`src/rtl/core/fct_pkg.sv`:
```
// ----------------------------------------------------------------------------
// fct_pkg
// Shared types and constants for the frustum cull test: plane register
// layout, register indexes, test kinds and fixed-point formats.
// ----------------------------------------------------------------------------
package fct_pkg;

    // number of plane registers behind the configuration port
    localparam int PLANE_REGS   = 6;

    // normal components are Q1.14, 16 bits
    localparam int NORM_W       = 16;
    localparam int FRAC_BITS    = 14;

    // configuration port: 64-bit registers at byte address 8*i
    localparam int CFG_DATA_W   = 64;
    localparam int REG_ADDR_LSB = 3;
    localparam int REG_IDX_W    = 3;
    localparam int PADDR_W      = REG_ADDR_LSB + REG_IDX_W;

    typedef enum logic [REG_IDX_W-1:0] {
        PLANE_LEFT   = 3'd0,
        PLANE_RIGHT  = 3'd1,
        PLANE_BOTTOM = 3'd2,
        PLANE_TOP    = 3'd3,
        PLANE_NEAR   = 3'd4,
        PLANE_FAR    = 3'd5
    } plane_idx_t;

    // test kind carried with each item
    localparam logic FUNC_BOX    = 1'b0;
    localparam logic FUNC_SPHERE = 1'b1;

    // packed plane: d in the top 16 bits, nx in the bottom 16
    typedef struct packed {
        logic signed [NORM_W-1:0] d;
        logic signed [NORM_W-1:0] nz;
        logic signed [NORM_W-1:0] ny;
        logic signed [NORM_W-1:0] nx;
    } plane_t;

endpackage

```
`src/rtl/core/fct_cell.sv`:
```
// ----------------------------------------------------------------------------
// fct_cell
// One plane of the culling chain: picks the test point per axis, forms the
// three products, then sums the plane distance and ORs in this plane's cull.
// ----------------------------------------------------------------------------
module fct_cell
    import fct_pkg::*;
#(
    parameter int COORD_WIDTH = 16
)
(
    input  logic                               clk,
    input  logic                               rst_n,
    input  plane_t                             plane,
    input  logic                               up_valid,
    output logic                               up_ready,
    input  logic                               up_func,
    input  logic [2:0][COORD_WIDTH-1:0]        up_lo,
    input  logic [2:0][COORD_WIDTH-1:0]        up_hi,
    input  logic [2:0][COORD_WIDTH-1:0]        up_ctr,
    input  logic [COORD_WIDTH-2:0]             up_rad,
    input  logic                               up_acc,
    output logic                               down_valid,
    input  logic                               down_ready,
    output logic                               down_func,
    output logic [2:0][COORD_WIDTH-1:0]        down_lo,
    output logic [2:0][COORD_WIDTH-1:0]        down_hi,
    output logic [2:0][COORD_WIDTH-1:0]        down_ctr,
    output logic [COORD_WIDTH-2:0]             down_rad,
    output logic                               down_acc
);

    localparam int PROD_W = NORM_W + COORD_WIDTH;
    localparam int D_W    = NORM_W + FRAC_BITS;
    localparam int R_W    = COORD_WIDTH - 1 + FRAC_BITS;
    localparam int MAX_W  = (PROD_W > D_W) ? ((PROD_W > R_W) ? PROD_W : R_W)
                                           : ((D_W > R_W) ? D_W : R_W);
    localparam int SUM_W  = MAX_W + 3;

    // stage a: selected points multiplied by the normal
    logic                               a_valid_reg;
    logic                               a_func_reg;
    logic [2:0][COORD_WIDTH-1:0]        a_lo_reg;
    logic [2:0][COORD_WIDTH-1:0]        a_hi_reg;
    logic [2:0][COORD_WIDTH-1:0]        a_ctr_reg;
    logic [COORD_WIDTH-2:0]             a_rad_reg;
    logic                               a_acc_reg;
    logic signed [PROD_W-1:0]           a_prod_reg [3];

    // stage b: item plus running cull flag
    logic                               b_valid_reg;
    logic                               b_func_reg;
    logic [2:0][COORD_WIDTH-1:0]        b_lo_reg;
    logic [2:0][COORD_WIDTH-1:0]        b_hi_reg;
    logic [2:0][COORD_WIDTH-1:0]        b_ctr_reg;
    logic [COORD_WIDTH-2:0]             b_rad_reg;
    logic                               b_acc_reg;

    logic signed [NORM_W-1:0]           nrm [3];
    logic signed [COORD_WIDTH-1:0]      sel [3];
    logic signed [PROD_W-1:0]           prod_next [3];
    logic signed [SUM_W-1:0]            plane_dist;
    logic                               b_acc_next;
    logic                               a_ready;
    logic                               b_ready;

    assign b_ready  = !b_valid_reg || down_ready;
    assign a_ready  = !a_valid_reg || b_ready;
    assign up_ready = a_ready;

    always_comb
    begin
        nrm[0] = plane.nx;
        nrm[1] = plane.ny;
        nrm[2] = plane.nz;
        for (int k = 0; k < 3; k++)
        begin
            // box: corner along the normal, zero component takes the minimum
            if (up_func == FUNC_SPHERE)
            begin
                sel[k] = $signed(up_ctr[k]);
            end
            else if (!nrm[k][NORM_W-1] && (nrm[k] != '0))
            begin
                sel[k] = $signed(up_hi[k]);
            end
            else
            begin
                sel[k] = $signed(up_lo[k]);
            end
            prod_next[k] = nrm[k] * sel[k];
        end
    end

    // sphere folds the radius into the distance so both tests check the sign
    always_comb
    begin
        plane_dist = SUM_W'(a_prod_reg[0]) + SUM_W'(a_prod_reg[1]) + SUM_W'(a_prod_reg[2])
                   + (SUM_W'(plane.d) <<< FRAC_BITS);
        if (a_func_reg == FUNC_SPHERE)
        begin
            plane_dist = plane_dist + $signed(SUM_W'(a_rad_reg) << FRAC_BITS);
        end
        b_acc_next = a_acc_reg || plane_dist[SUM_W-1];
    end

    always_ff @(posedge clk or negedge rst_n)
    begin
        if (!rst_n)
        begin
            a_valid_reg <= 1'b0;
            b_valid_reg <= 1'b0;
        end
        else
        begin
            if (a_ready)
            begin
                a_valid_reg <= up_valid;
            end
            if (b_ready)
            begin
                b_valid_reg <= a_valid_reg;
            end
        end
    end

    always_ff @(posedge clk)
    begin
        if (up_valid && a_ready)
        begin
            a_func_reg <= up_func;
            a_lo_reg   <= up_lo;
            a_hi_reg   <= up_hi;
            a_ctr_reg  <= up_ctr;
            a_rad_reg  <= up_rad;
            a_acc_reg  <= up_acc;
            for (int k = 0; k < 3; k++)
            begin
                a_prod_reg[k] <= prod_next[k];
            end
        end
        if (a_valid_reg && b_ready)
        begin
            b_func_reg <= a_func_reg;
            b_lo_reg   <= a_lo_reg;
            b_hi_reg   <= a_hi_reg;
            b_ctr_reg  <= a_ctr_reg;
            b_rad_reg  <= a_rad_reg;
            b_acc_reg  <= b_acc_next;
        end
    end

    assign down_valid = b_valid_reg;
    assign down_func  = b_func_reg;
    assign down_lo    = b_lo_reg;
    assign down_hi    = b_hi_reg;
    assign down_ctr   = b_ctr_reg;
    assign down_rad   = b_rad_reg;
    assign down_acc   = b_acc_reg;

endmodule

```
`config.mk`:
```
export PLATFORM = sky130hd
export DESIGN_NAME = fct_cell
export DESIGN_NICKNAME = d
export VERILOG_FILES = /design/src/rtl/core/fct_pkg.sv /design/src/rtl/core/fct_cell.sv
export SDC_FILE = /design/constraint.sdc
export NUM_CORES = 2
export LEC_CHECK = 0
export BUFFER_PORTS_ARGS = -buffer_cell sky130_fd_sc_hd__buf_2
export CAP_MARGIN = 20
export CORE_MARGIN = 2
export CORE_UTILIZATION = 47
export CTS_BUF_LIST = sky130_fd_sc_hd__clkbuf_8
export DETAILED_ROUTE_END_ITERATION = 10
export GPL_TIMING_DRIVEN = 0
export PLACE_DENSITY = 0.75
export SKIP_LAST_GASP = 1
export SLEW_MARGIN = 20
export SYNTH_ARGS = -nofsm -noshare
export SYNTH_HDL_FRONTEND = slang
export SYNTH_SLANG_ARGS = --single-unit
```
`constraint.sdc`:
```
create_clock -name clk -period 11.2 [get_ports clk]
set_input_delay 0.56 -clock clk [delete_from_list [all_inputs] [get_ports clk]]
set_output_delay 0.56 -clock clk [all_outputs]
set_load 0.01 [all_outputs]
```
# Word level (Yosys, flattened, before mapping)
# Memory sizes are Yosys's and may differ from the RTL's.
# Cells that the tools add are included.
dict set report op_classes {
  n_addsub 4
  reduce_logical 16
  mux 9
  mul 3
}
# cell n
set ops {}
lappend ops {{16-bit by 16-bit multiplier with 32-bit output} 3}
lappend ops {{16-bit two-way mux} 6}
lappend ops {{16-bit nonzero test} 3}
lappend ops {{34-bit by 30-bit adder with 35-bit output} 1}
lappend ops {{35-bit by 30-bit adder with 35-bit output} 1}
lappend ops {{35-bit two-way mux} 1}
lappend ops {{33-bit by 32-bit adder with 34-bit output} 1}
lappend ops {{32-bit by 32-bit adder with 33-bit output} 1}
lappend ops {{1-bit logical AND} 5}
lappend ops {{1-bit zero test} 5}
lappend ops {{1-bit logical OR} 3}
lappend ops {{1-bit two-way mux} 2}
dict set report word_totals {
  ff_bits 324
  ram_bits 96
  output_inout_bits 163
  n_memories 1
  elab_cells 59
  input_bits 229
}
# memory depth word_bits read_ports rd_clocked_by_memory_dff write_ports line
set memory_table {}
lappend memory_table {a_prod_reg 3 32 3 0 3 fct_cell.sv:48} ;# logic signed [PROD_W-1:0] a_prod_reg [3];

# Logic depth before layout (Yosys ltp)
dict set report logic_depth {
  word_depth 6
  ltp_mapped 28
}

# Least setup slack after synthesis
# No wires, ideal clock.
dict set report synth_timing {
  path_type {input to register}
  startpoint {input plane[7] in the netlist's numbering}
  endpoint {memory a_prod_reg[0][29] in the netlist's numbering, data pin}
  arrival_ps 7516
  t_required_ps 10942
  path_slack_ps 3427
  cell_stages 26
  n_path_buf 2
  cell_sequence {nor4_1 > a41oi_2 > buf_2 > mux2i_1 > o21ai_0 > clkbuf_1 > nand2_1 > fa_1 > inv_1 > fa_1 > fa_1 > fa_1 > fa_1 > inv_1 > fa_1 > inv_1 > ha_1 > a21o_1 > a21o_1 > a21o_1 > a211o_1 > and2_1 > o311a_1 > a211o_1 > a21oi_1 > xnor2_1}
}
# item line
set synth_rtl {}
lappend synth_rtl {{from (decl)} fct_cell.sv:14} ;# input plane_t plane,
lappend synth_rtl {{to (decl)} fct_cell.sv:48}

==> summary.md <==
| Metric | Value |
|---|---|
| Outcome | finished, final reports clean |
| Area of the multi-input gates | between 0.02 and 0.03 mm^2 |
| Sequential area share after synthesis | 0.275 |
| CP Max Fanout | 10 |
| # fillers | roughly 8500 |
| Io pins | 392 |
| Worst path max stage delay | 830 ps |
| Total grt overflow | 0 |
| Mean Syn Cell Area | approximately 11 um^2 |
| # DRC | 0 |
| Final number of max-transition violations | 0 |
| Post-Synthesis Cell Area | 0.0458 mm^2 |
| Most frequent cells in the layout | 899 x inv_1, 836 x fa_1, 431 x nand2_1, 418 x edfxtp_1, 395 x buf_2 |
| Initial drt markers | approximately 2100 |
| Total Nets Final | around 6000 |
| Cts repair resizes | 0 |
| Share of layout cells above drive strength 1 | 0.115 |
| Req. time, crit path | 11620 ps |
| Initial antenna violation count | 7 |
| CP endpoint kind | register |
| Fin crit share | 0.828 |
| Slew @ Worst Pin | 1180 ps |
| Synthesis-stage register bit count | 420 |
| Synth Flop Type | edfxtp_1 |
| RSZ-0062 raised after global routing | false |
| Synthesis Warnings | 0 |
| Final ANT Viol Nets | 0 |
| Min Tclk post-route | 9280 ps |
| Slew HR | 0.203 |
| CTS max path bufs | 3 |
| Port Buf Inserts | 389 |
| Total track usage | 0.241 |
| TritonCTS Sinks | between 400 and 500 |
| Number of synthesized flops with an enable pin | 418 |
| Worst setup SP type | input pin |
| Synth area leader | fa_1 |
| Drt total wl | 116 mm |
| Max H-tree Level | 3 |
| Die width | approximately 320 um |
| Slowest CP cell | o21ai_1 |
| Worst min-delay path category | in2reg |
| Maxcap violations | 0 |
| Syn Inst Count | slightly above 4000 |
| Cell repeated most along the worst path | fa_1 |
| Vias in the first global route | ~34000 |
| Die span in y | roughly 320 um |
| Final Setup Violations | 0 |
| Yosys top cell area share | 0.365 |
| First-pass GRT wire length | 184 mm |
| F_max | 0.108 GHz |
| Cts bufs inserted | 74 |
| Gpl congestion | 0.930 |
| TNS Setup | 0 ps |
| Die ar. | 0.100 mm^2 |
| Clk_lat worst skew | 710 ps |
| Critical Path AT | 9700 ps |
| Top area cells in the synthesized netlist | fa_1 37%, edfxtp_1 27%, ha_1 8.3% |
| Root Buffer | clkbuf_8 |
| DR WL/cell | 19.4 um |
| Detailed placer's ending HPWL | 95.6 mm |
| CTS tree | done |
| Syn Nets | 5468 |
| Commonest non-fill, non-tap cell in the layout | inv_1 |
| Clock slew at reported path FFs | 60 ps |
| CORE AREA | 0.0967 mm^2 |
| DRT Pass-1 Iters | 7 |
| Area Growth Syn to Fin | 12.3% |
| Count of different cell masters after synthesis | 68 |
| Max reg flops | 96 |
| Initial core utilization | 0.474 |
| Detailed-route via count | around 30000 |
| FF/Latch Area | 0.0126 mm^2 |
| DR vias/cell | 5.18 |
| Num rows | 114 |
| Fin. Hold Viols | 0 |
| Crit Path Class | in2reg |
| Clock skew | approximately 38 ps |
| Largest net degree at the start of global routing | 55 |
| Ys async rst share | 0.00476 |
synthesized netlist by cell type (all sizes together) (5+ instances only):
master and number:
a21oi 94, and2 387, fa 836, xnor2 92, or2 15, nand2 432, inv 880, mux2i 52
o31ai 7, nand4 14, nor2 81, o211ai 7, clkbuf 111, a21o 38, buf 5, edfxtp 418
a211oi 13, ha 304, nor2b 16, nand3 14, nor3 16, and3 12, o21bai 11, o21ai 94
nand2b 17, o21a 20, xor2 29, nor4 9, a211o 8
through the flow:
stage          setup WS, ps  cells  hold slack (ps)  instance area (um^2)  utilization
6_report               1920   5962             64.7                 51500        0.532
5_1_grt                1500   5962             26.0                 51500        0.532
4_1_cts                2100   5959            0.165                 51500        0.532
3_5_place_dp           1390   5773              349                 49600        0.513
3_3_place_gp            980   5764              346                 49400        0.510
2_1_floorplan          3430   4099              264                 45800            -
worst max-delay path, delay by kind of cell:
kind | cells | cell delay [ps]
AND/OR/NAND/NOR | 5 | 1220
AO/OA/AOI/OAI | 7 | 2760
multiplexers | 1 | 160
adder cells (fa/ha/maj) | 7 | 3440
buffers and inverters | 8 | 1420
XOR/XNOR | 1 | 130
final timing paths:
path | from | end | slack, ps | depth (start not counted)
max | plane[33] | a_prod_reg[0][94]$_DFFE_PP_ | 1920 | 29
min | up_rad[14] | a_rad_reg[14]$_DFFE_PP_ | 60 | 1
max reg2reg | a_prod_reg[0][4]$_DFFE_PP_ | down_acc$_DFFE_PP_ | 5370 | 21
min reg2reg | a_ctr_reg[22]$_DFFE_PP_ | down_ctr[22]$_DFFE_PP_ | 390 | 0
max in group asynchronous | rst_n | a_valid_reg$_DFFE_PN0N_ | 10930 | 2
min in group asynchronous | rst_n | down_valid$_DFFE_PN0P_ | 180 | 2
what timing repair did:
action,in CTS,in global routing
endpoints found under the hold margin,54,0
buffers inserted,0,0
hold buffers,53,0
area by class of cell:
cell class	count	share of cell area
multi-input cells	2683	0.573
flip-flops and latches	420	0.245
inverters	880	0.0642
repair buffers	452	0.0525
well taps	1276	0.0310
clock buffers	74	0.0198
plain buffers	116	0.00868
clock inverters	59	0.00603
diodes	2	0.0000973
kinds of logic (layout without fill, tap and decap cells):
group	after synthesis	in the layout	share of synthesized area
fa+ha+maj	1140	1140	0.448
flops	420	420	0.275
simple gates	1029	1029	0.113
compound gates	341	341	0.0479
mux	52	52	0.0114
xor+xnor	121	121	0.0231
other cells	0	2	0
buf+inv	996	1581	0.0817
per-layer routing:
metal	global-route usage	up-vias	share of wire
met1	0.319	15800	0.41
met3	0.0413	250	0.066
met2	0.399	1033	0.49
met4	0.0953	6	0.040
met5	0	-	0.00037
li1	-	13800	-
Power is not shown: default switching activity piles up to over one toggle a cycle in this logic, so the estimate is an artifact.
